### config.mk
export PLATFORM = sky130hd
export DESIGN_NAME = ethernet_ipv4_udp_header_parser
export DESIGN_NICKNAME = d
export VERILOG_FILES = /design/src/design/eiuhp_pkg.sv /design/src/design/ethernet_ipv4_udp_header_parser.sv
export SDC_FILE = /design/constraint.sdc
export NUM_CORES = 1
export LEC_CHECK = 0
export BUFFER_PORTS_ARGS = -buffer_cell sky130_fd_sc_hd__buf_2
export CAP_MARGIN = 25
export CORE_UTILIZATION = 40
export CTS_CLUSTER_DIAMETER = 80
export DETAILED_ROUTE_END_ITERATION = 6
export SYNTH_ARGS = -nofsm -noshare
export SYNTH_HDL_FRONTEND = slang
export SYNTH_SLANG_ARGS = --single-unit
### constraint.sdc
create_clock -name clock -period 4.5 [get_ports clock]
set_input_delay 0.225 -clock clock [delete_from_list [all_inputs] [get_ports clock]]
set_output_delay 0.225 -clock clock [all_outputs]
set_load 0.05 [all_outputs]
### src/design/eiuhp_pkg.sv
package eiuhp_pkg;

   localparam int unsigned EthHdrBytes = 14;
   localparam int unsigned IpMinBytes  = 20;
   localparam int unsigned UdpHdrBytes = 8;
   localparam int unsigned MinCapture  = EthHdrBytes + IpMinBytes + UdpHdrBytes;

   localparam logic [15:0] EtherTypeIpv4 = 16'h0800;
   localparam logic [7:0]  ProtoUdp      = 8'd17;
   localparam logic [3:0]  IpVersion4    = 4'd4;

   // fixed byte positions inside the frame
   localparam logic [15:0] OffCaptureCheck = 16'd0;
   localparam logic [15:0] OffTypeHigh     = 16'd12;
   localparam logic [15:0] OffTypeLow      = 16'd13;
   localparam logic [15:0] OffVersionIhl   = 16'd14;
   localparam logic [15:0] OffProtocol     = 16'd23;

   // byte positions inside the udp header
   localparam logic [15:0] RelSrcHigh = 16'd0;
   localparam logic [15:0] RelSrcLow  = 16'd1;
   localparam logic [15:0] RelDstHigh = 16'd2;
   localparam logic [15:0] RelDstLow  = 16'd3;
   localparam logic [15:0] RelLenHigh = 16'd4;
   localparam logic [15:0] RelLenLow  = 16'd5;

   typedef enum logic [1:0] {
      KIND_HEADER  = 2'd0,
      KIND_PAYLOAD = 2'd1,
      KIND_REJECT  = 2'd2
   } kind_type;

   typedef enum logic [2:0] {
      REASON_SHORT_CAPTURE = 3'd0,
      REASON_NOT_IPV4      = 3'd1,
      REASON_BAD_VER_IHL   = 3'd2,
      REASON_HDR_OVER_CAP  = 3'd3,
      REASON_NOT_UDP       = 3'd4,
      REASON_BAD_UDP_LEN   = 3'd5,
      REASON_ENDED_EARLY   = 3'd6
   } reason_type;

   typedef enum logic [1:0] {
      PHASE_HEADER  = 2'd0,
      PHASE_PAYLOAD = 2'd1,
      PHASE_IGNORE  = 2'd2
   } phase_type;

endpackage

### src/design/ethernet_ipv4_udp_header_parser.sv
// channel   direction  handshake          payload
// req_      in         req_valid/ready    frame_byte, capture_length, frame_end
// rsp_      out        rsp_valid/ready    result_kind, ports, payload_length,
//                                         payload_byte, payload_last, reject_reason
//
// one frame byte is taken per cycle while req_ready is high; its result, if any, shows on rsp_ the next cycle.
// the parse state and the result register update in the same edge as the accept.
// req_ready stays high while the result register is empty or being drained,
// so a stall on rsp_ holds off req_ only while a result waits.
// synchronous reset returns the parser to the header phase at offset 0.
module ethernet_ipv4_udp_header_parser (
   input  logic                   clock,
   input  logic                   reset,
   input  logic                   req_valid,
   output logic                   req_ready,
   input  logic [7:0]             req_frame_byte,
   input  logic [15:0]            req_capture_length,
   input  logic                   req_frame_end,
   output logic                   rsp_valid,
   input  logic                   rsp_ready,
   output eiuhp_pkg::kind_type    rsp_result_kind,
   output logic [15:0]            rsp_source_port,
   output logic [15:0]            rsp_destination_port,
   output logic [15:0]            rsp_payload_length,
   output logic [7:0]             rsp_payload_byte,
   output logic                   rsp_payload_last,
   output eiuhp_pkg::reason_type  rsp_reject_reason
);
   import eiuhp_pkg::*;

   logic [15:0] offset_ff,     offset_in;
   logic [7:0]  type_high_ff,  type_high_in;
   logic [5:0]  ip_bytes_ff,   ip_bytes_in;
   logic [15:0] src_port_ff,   src_port_in;
   logic [15:0] dst_port_ff,   dst_port_in;
   logic [15:0] udp_len_ff,    udp_len_in;
   logic [15:0] remaining_ff,  remaining_in;
   phase_type   phase_ff,      phase_in;

   logic        rsp_valid_ff,  rsp_valid_in;
   kind_type    kind_ff,       kind_in;
   logic [15:0] out_src_ff,    out_src_in;
   logic [15:0] out_dst_ff,    out_dst_in;
   logic [15:0] out_len_ff,    out_len_in;
   logic [7:0]  out_byte_ff,   out_byte_in;
   logic        out_last_ff,   out_last_in;
   reason_type  reason_ff,     reason_in;

   logic accept;
   logic emit;

   assign req_ready = !rsp_valid_ff || rsp_ready;
   assign accept    = req_valid && req_ready;

   always_comb begin
      logic        hit;
      reason_type  reason;
      logic        hdr_ok;
      logic [5:0]  ihl_bytes;
      logic [15:0] udp_start;
      logic [15:0] rel;
      logic [15:0] len_full;
      logic [15:0] rem_dec;
      logic        last;

      hit       = 1'b0;
      reason    = REASON_ENDED_EARLY;
      hdr_ok    = 1'b0;
      ihl_bytes = {req_frame_byte[3:0], 2'b00};
      udp_start = 16'(EthHdrBytes) + {10'd0, ip_bytes_ff};
      rel       = offset_ff - udp_start;
      len_full  = {udp_len_ff[15:8], req_frame_byte};
      rem_dec   = remaining_ff - 16'd1;
      last      = (rem_dec == 16'd0);

      offset_in    = offset_ff;
      type_high_in = type_high_ff;
      ip_bytes_in  = ip_bytes_ff;
      src_port_in  = src_port_ff;
      dst_port_in  = dst_port_ff;
      udp_len_in   = udp_len_ff;
      remaining_in = remaining_ff;
      phase_in     = phase_ff;

      emit        = 1'b0;
      kind_in     = KIND_REJECT;
      out_src_in  = 16'd0;
      out_dst_in  = 16'd0;
      out_len_in  = 16'd0;
      out_byte_in = 8'd0;
      out_last_in = 1'b0;
      reason_in   = REASON_SHORT_CAPTURE;

      if (accept) begin
         case (phase_ff)
            PHASE_HEADER: begin
               if (offset_ff == OffCaptureCheck && req_capture_length < 16'(MinCapture)) begin
                  hit    = 1'b1;
                  reason = REASON_SHORT_CAPTURE;
               end
               if (offset_ff == OffTypeHigh) begin
                  type_high_in = req_frame_byte;
               end
               if (offset_ff == OffTypeLow && {type_high_ff, req_frame_byte} != EtherTypeIpv4) begin
                  hit    = 1'b1;
                  reason = REASON_NOT_IPV4;
               end
               if (offset_ff == OffVersionIhl) begin
                  ip_bytes_in = ihl_bytes;
                  if (req_frame_byte[7:4] != IpVersion4 || ihl_bytes < 6'(IpMinBytes)) begin
                     hit    = 1'b1;
                     reason = REASON_BAD_VER_IHL;
                  end else if (req_capture_length <
                               16'(EthHdrBytes + UdpHdrBytes) + {10'd0, ihl_bytes}) begin
                     hit    = 1'b1;
                     reason = REASON_HDR_OVER_CAP;
                  end
               end
               if (offset_ff == OffProtocol && req_frame_byte != ProtoUdp) begin
                  hit    = 1'b1;
                  reason = REASON_NOT_UDP;
               end
               if (offset_ff > OffVersionIhl && offset_ff >= udp_start) begin
                  case (rel)
                     RelSrcHigh: src_port_in = {req_frame_byte, 8'd0};
                     RelSrcLow:  src_port_in = {src_port_ff[15:8], req_frame_byte};
                     RelDstHigh: dst_port_in = {req_frame_byte, 8'd0};
                     RelDstLow:  dst_port_in = {dst_port_ff[15:8], req_frame_byte};
                     RelLenHigh: udp_len_in  = {req_frame_byte, 8'd0};
                     RelLenLow: begin
                        udp_len_in = len_full;
                        if (len_full < 16'(UdpHdrBytes) ||
                            {1'b0, req_capture_length} <
                            {1'b0, udp_start} + {1'b0, len_full}) begin
                           hit    = 1'b1;
                           reason = REASON_BAD_UDP_LEN;
                        end else begin
                           hdr_ok = 1'b1;
                        end
                     end
                     default: ;
                  endcase
               end

               if (hit) begin
                  emit      = 1'b1;
                  kind_in   = KIND_REJECT;
                  reason_in = reason;
                  phase_in  = PHASE_IGNORE;
               end else if (req_frame_end) begin
                  emit      = 1'b1;
                  kind_in   = KIND_REJECT;
                  reason_in = REASON_ENDED_EARLY;
               end else if (hdr_ok) begin
                  remaining_in = len_full - 16'(UdpHdrBytes);
                  emit         = 1'b1;
                  kind_in      = KIND_HEADER;
                  out_src_in   = src_port_ff;
                  out_dst_in   = dst_port_ff;
                  out_len_in   = len_full - 16'(UdpHdrBytes);
                  phase_in     = (len_full != 16'(UdpHdrBytes)) ? PHASE_PAYLOAD : PHASE_IGNORE;
               end
            end
            PHASE_PAYLOAD: begin
               // checksum bytes sit between the length and the first payload byte
               if (offset_ff < udp_start + 16'(UdpHdrBytes)) begin
                  if (req_frame_end) begin
                     emit      = 1'b1;
                     kind_in   = KIND_REJECT;
                     reason_in = REASON_ENDED_EARLY;
                  end
               end else begin
                  remaining_in = rem_dec;
                  emit         = 1'b1;
                  if (req_frame_end && !last) begin
                     kind_in   = KIND_REJECT;
                     reason_in = REASON_ENDED_EARLY;
                  end else begin
                     kind_in     = KIND_PAYLOAD;
                     out_byte_in = req_frame_byte;
                     out_last_in = last;
                  end
                  if (last) begin
                     phase_in = PHASE_IGNORE;
                  end
               end
            end
            default: ;
         endcase

         if (req_frame_end) begin
            phase_in  = PHASE_HEADER;
            offset_in = 16'd0;
         end else if (offset_ff != 16'hFFFF) begin
            offset_in = offset_ff + 16'd1;
         end
      end

      rsp_valid_in = rsp_valid_ff;
      if (req_ready) begin
         rsp_valid_in = accept && emit;
      end
   end

   always_ff @(posedge clock) begin
      if (reset) begin
         offset_ff    <= 16'd0;
         type_high_ff <= 8'd0;
         ip_bytes_ff  <= 6'd0;
         src_port_ff  <= 16'd0;
         dst_port_ff  <= 16'd0;
         udp_len_ff   <= 16'd0;
         remaining_ff <= 16'd0;
         phase_ff     <= PHASE_HEADER;
         rsp_valid_ff <= 1'b0;
      end else begin
         offset_ff    <= offset_in;
         type_high_ff <= type_high_in;
         ip_bytes_ff  <= ip_bytes_in;
         src_port_ff  <= src_port_in;
         dst_port_ff  <= dst_port_in;
         udp_len_ff   <= udp_len_in;
         remaining_ff <= remaining_in;
         phase_ff     <= phase_in;
         rsp_valid_ff <= rsp_valid_in;
      end
   end

   always_ff @(posedge clock) begin
      if (accept && emit) begin
         kind_ff     <= kind_in;
         out_src_ff  <= out_src_in;
         out_dst_ff  <= out_dst_in;
         out_len_ff  <= out_len_in;
         out_byte_ff <= out_byte_in;
         out_last_ff <= out_last_in;
         reason_ff   <= reason_in;
      end
   end

   assign rsp_valid            = rsp_valid_ff;
   assign rsp_result_kind      = kind_ff;
   assign rsp_source_port      = out_src_ff;
   assign rsp_destination_port = out_dst_ff;
   assign rsp_payload_length   = out_len_ff;
   assign rsp_payload_byte     = out_byte_ff;
   assign rsp_payload_last     = out_last_ff;
   assign rsp_reject_reason    = reason_ff;

endmodule

==> impl_summary.log <==
[metrics] WL per Instance: 18.2 um
[metrics] depth of the CTS H-tree: 4
[metrics] peak supply drop: 0.254 mV
[metrics] worst-path maximum fanout: 17
[metrics] share of total power in the clock network: 0.450
[metrics] worst hold path cell count: 3
[metrics] net count after synthesis: 1001
[metrics] critical register-to-register path startpoint: ip_bytes_ff[3]$_SDFFE_PP0P_
[metrics] # fillers: 2025
[metrics] initial detailed-routing violation count: 517
[metrics] initial antenna violation count: 0
[metrics] DR pass1 iterations: 5
[metrics] Layout Cells excl Fill: 1301
[metrics] Reg2Reg Capture Point: rsp_source_port[2]$_SDFFCE_PP0P_
[metrics] clock tree from TritonCTS: built
[metrics] IO Pins: 93
[metrics] vias post-DR: 7231
[metrics] R2R cell count: 23
[metrics] area occupied by multi-input gates: 4720 sq um
[metrics] minimum clock period after layout: 4.24 ns
[metrics] startpoint class of the critical path: flip-flop
[metrics] clock tree root buffer cell: sky130_fd_sc_hd__clkbuf_16
[metrics] proportion of synthesized chip area in sequential cells: 0.417
[metrics] Mapped Avg Cell Area: 9.38 sq um
[metrics] Slew @ Worst Pin: 1.04 ns
[metrics] post-detailed-route DRC marker count: 0
[metrics] top post-synthesis cells by count: sky130_fd_sc_hd__nor2_1, sky130_fd_sc_hd__dfxtp_1, sky130_fd_sc_hd__edfxtp_1
[metrics] classification of the worst-slack hold path: in -> reg
[metrics] cell count after placement: 1267
[metrics] vias per inst: 5.56
[metrics] share of the synthesized area in the top cell type: 0.215
[metrics] number of enable-type register cells in the synthesized netlist: 62
[metrics] Num CTS Buffers: 17
[metrics] synthesized area: 8640 sq um
[metrics] Worst Min Path Start: rsp_ready
[metrics] combined global-route utilization of all metal layers: 0.217
[metrics] HPWL after DPL: 16600 um
[metrics] overall power consumption: 3.20 mW
[metrics] part of the power in combinational logic: 0.100
[metrics] count of standard-cell rows: 53
[metrics] register-to-register path setup slack: 0.26 ns
[metrics] hold_ws: 0.149 ns
[metrics] sum of routed wire length over all layers: 23700 um
[metrics] Placeable Area: 21100 sq um
[metrics] CP Class: reg -> reg
[metrics] pre-CTS setup slack: -0.0578 ns
[metrics] post-cts hold buffer count: 0
[metrics] Seq. cell area: 3610 sq um
[metrics] P_sw: 929 uW
[metrics] Clock Sinks: 149
[metrics] width of the die: 149 um
[metrics] net total in the final layout: 1093
[metrics] run status: finished clean
[metrics] PortBufs: 92
[metrics] fraction of synthesis flops using an asynchronous set or reset pin: 0
[metrics] Die Span Y: 149 um
[metrics] routability congestion estimate: 0.859
[metrics] maximum clock frequency: 236 MHz
[metrics] final number of max-transition violations: 0
[metrics] number of warnings issued by yosys: 0
[metrics] Setup-failing EPs final: 0
[metrics] Int Pwr: 2.27 mW
[metrics] layout overhead on the synthesized area: 18.1%
[metrics] antenna cells: 0
[metrics] Detail Route Antenna Nets: 0
[metrics] Tcrit/Tclk final: 0.943
[metrics] Hold Vio Cnt, Final: 0
[metrics] cells after synthesis: 921
[metrics] arrival time reported for the critical path endpoint: 4.54 ns
[metrics] Initial Utilization: 0.410
[metrics] most frequently used flop master after synthesis: sky130_fd_sc_hd__dfxtp_1
[metrics] Slew headroom: 0.309
[metrics] LEAKAGE: 3.89 nW
[metrics] pin count of the biggest net entering global routing: 63
[metrics] Crit. End Element: flip-flop
[metrics] required arrival time at the worst endpoint: 4.80 ns
[metrics] insertion delay to the later sink of the worst-skew pair: 0.43 ns
[metrics] number of global-route vias before repair: 6729
[metrics] worst setup slack after layout: 0.258 ns
[metrics] power per cell area: 313 nW/um^2
[metrics] area enclosed by the die boundary: 22200 sq um
[metrics] Sw Ratio: 0.291
[metrics] wire length of the first global-routing pass: 36900 um
[metrics] FF+latch count, synth: 149
[metrics] most numerous cell in the Yosys netlist: sky130_fd_sc_hd__nor2_1
[metrics] cell taking the most area after synthesis: sky130_fd_sc_hd__edfxtp_1
[metrics] Setup Skew: 0.0142 ns
[metrics] max capacitance violation total: 0
[metrics] count of unique library cells instantiated by Yosys: 76
[metrics] clk buf depth: 2
[metrics] share of final-layout standard cells stronger than drive strength 1: 0.192
[metrics] cell types with the largest area share after synthesis: sky130_fd_sc_hd__edfxtp_1, sky130_fd_sc_hd__dfxtp_1, sky130_fd_sc_hd__ha_1, sky130_fd_sc_hd__nor2_1, sky130_fd_sc_hd__and2_1
[metrics] worst min-delay path endpoint: rsp_valid$_SDFFE_PP0N_
[metrics] clk slew on worst S/H paths: 0.07 ns
[metrics] global route total overflow: 0
[metrics] part of the power in registers: 0.449
logic make-up after synthesis:
kind of cell,after synthesis,synth area share
XOR/XNOR,44,0.0446
AND/OR/NAND/NOR,371,0.234
adder cells (fa/ha/maj),51,0.0756
multiplexers,27,0.0313
flip-flops,149,0.417
AO/OA/AOI/OAI,187,0.153
buffers and inverters,92,0.0446
layer usage:
layer  up-vias  GRT usage  share of wire
met5         -          0              0
met4         0     0.0699          0.018
met2       196      0.337           0.45
met3        29     0.0358          0.044
met1      3451      0.305           0.48
li1       3555          -              -
area by class of cell:
| type | count | share of cell area |
|---|---|---|
| multi-input cells | 680 | 0.462 |
| flip-flops and latches | 149 | 0.353 |
| repair buffers | 129 | 0.0773 |
| clock buffers | 17 | 0.0417 |
| well taps | 275 | 0.0337 |
| clock inverters | 15 | 0.0181 |
| inverters | 36 | 0.0136 |
power by group through the flow:
stage,Combinational (mW),Clock (mW),Sequential [mW]
2_1_floorplan,0.123,0,1.55
3_3_place_gp,0.312,0,1.47
3_5_place_dp,0.313,0,1.47
4_1_cts,0.314,1.47,1.44
5_1_grt,0.346,1.52,1.44
6_report,0.320,1.44,1.44
flip-flops by register name (all words and copies together), names as in the netlist, 4 cells and up:
name,count
rsp_source_port,16
offset_ff,16
rsp_payload_length,16
src_port_ff,16
dst_port_ff,16
ip_bytes_ff,4
rsp_payload_byte,8
udp_len_ff,8
rsp_destination_port,16
remaining_ff,16
type_high_ff,8
critical path, cell delays in order (launching register included):
cell                        delay, ns
sky130_fd_sc_hd__dfxtp_2         0.34
sky130_fd_sc_hd__inv_1           0.06
sky130_fd_sc_hd__ha_4            0.27
sky130_fd_sc_hd__inv_1           0.05
sky130_fd_sc_hd__ha_1            0.28
sky130_fd_sc_hd__nor2b_1         0.14
sky130_fd_sc_hd__o21ai_1         0.13
sky130_fd_sc_hd__nand2b_1        0.11
sky130_fd_sc_hd__a21oi_2         0.15
sky130_fd_sc_hd__o21ai_2         0.09
sky130_fd_sc_hd__and2_4          0.17
sky130_fd_sc_hd__and3_1          0.17
sky130_fd_sc_hd__xnor2_1         0.12
sky130_fd_sc_hd__ha_1            0.28
sky130_fd_sc_hd__and3_4          0.18
sky130_fd_sc_hd__nand2_1         0.10
sky130_fd_sc_hd__a2111oi_4       0.25
sky130_fd_sc_hd__o21a_1          0.24
sky130_fd_sc_hd__buf_6           0.12
sky130_fd_sc_hd__nand4b_4        0.12
sky130_fd_sc_hd__nor3_4          0.28
sky130_fd_sc_hd__buf_6           0.17
sky130_fd_sc_hd__clkbuf_16       0.16
sky130_fd_sc_hd__and2_1          0.13
worst max path at each step:
stage,startpoint,endpoint,slack [ns]
after detailed placement,ip_bytes_ff[2]$_SDFFE_PP0P_,rsp_payload_length[7]$_SDFFCE_PP0P_,-0.06
after global placement,ip_bytes_ff[2]$_SDFFE_PP0P_,rsp_payload_length[7]$_SDFFCE_PP0P_,0.15
after floorplan,ip_bytes_ff[2]$_SDFFE_PP0P_,rsp_result_kind[1]$_SDFFCE_PN1P_,0.29
after CTS,ip_bytes_ff[2]$_SDFFE_PP0P_,rsp_payload_length[7]$_SDFFCE_PP0P_,0.02
final,ip_bytes_ff[3]$_SDFFE_PP0P_,rsp_source_port[2]$_SDFFCE_PP0P_,0.26
after global routing,ip_bytes_ff[3]$_SDFFE_PP0P_,rsp_source_port[2]$_SDFFCE_PP0P_,-0.03
stage by stage:
step,utilization,setup TNS [ns],cell area (sq um)
after floorplan,-,0,8640
after CTS,0.479,0,10100
after detailed placement,0.450,-0.109,9490
final,0.484,0,10200
after global routing,0.484,-0.274,10200
after global placement,0.450,0,9490
timing repair:
item,CTS,global route
endpoints found under the setup margin,49,70
pin swaps,0,6
setup buffers,0,1
resized for setup,2,16
gates cloned,0,1
cell usage in the layout, fill, tap and decap left out, types with 5 or more instances in the layout:
cell | synthesis | layout
sky130_fd_sc_hd__a21oi_1 | 50 | 49
sky130_fd_sc_hd__ha_1 | 49 | 47
sky130_fd_sc_hd__clkbuf_16 | 0 | 18
sky130_fd_sc_hd__o21ai_0 | 32 | 29
sky130_fd_sc_hd__buf_2 | 8 | 92
sky130_fd_sc_hd__o32ai_1 | 7 | 7
sky130_fd_sc_hd__and2_1 | 44 | 43
sky130_fd_sc_hd__or3_1 | 8 | 8
sky130_fd_sc_hd__a22o_1 | 14 | 14
sky130_fd_sc_hd__dfxtp_1 | 87 | 85
sky130_fd_sc_hd__buf_4 | 1 | 32
sky130_fd_sc_hd__o31ai_1 | 6 | 6
sky130_fd_sc_hd__nor4_1 | 31 | 31
sky130_fd_sc_hd__edfxtp_1 | 62 | 62
sky130_fd_sc_hd__nand4b_1 | 5 | 5
sky130_fd_sc_hd__nor2b_1 | 6 | 6
sky130_fd_sc_hd__nand4_1 | 9 | 9
sky130_fd_sc_hd__xor2_1 | 20 | 20
sky130_fd_sc_hd__nor2_1 | 105 | 105
sky130_fd_sc_hd__clkinv_8 | 0 | 6
sky130_fd_sc_hd__nand2_1 | 51 | 51
sky130_fd_sc_hd__nand3b_1 | 8 | 8
sky130_fd_sc_hd__xnor2_1 | 24 | 24
sky130_fd_sc_hd__and3_1 | 10 | 9
sky130_fd_sc_hd__a211oi_1 | 6 | 6
sky130_fd_sc_hd__a31oi_1 | 13 | 13
sky130_fd_sc_hd__mux2i_1 | 27 | 27
sky130_fd_sc_hd__nand3_1 | 20 | 20
sky130_fd_sc_hd__inv_1 | 35 | 33
sky130_fd_sc_hd__or2_2 | 5 | 5
sky130_fd_sc_hd__nor3_1 | 29 | 29
sky130_fd_sc_hd__nand2b_1 | 9 | 9
Note: power is estimated with default switching activity, not from simulation.
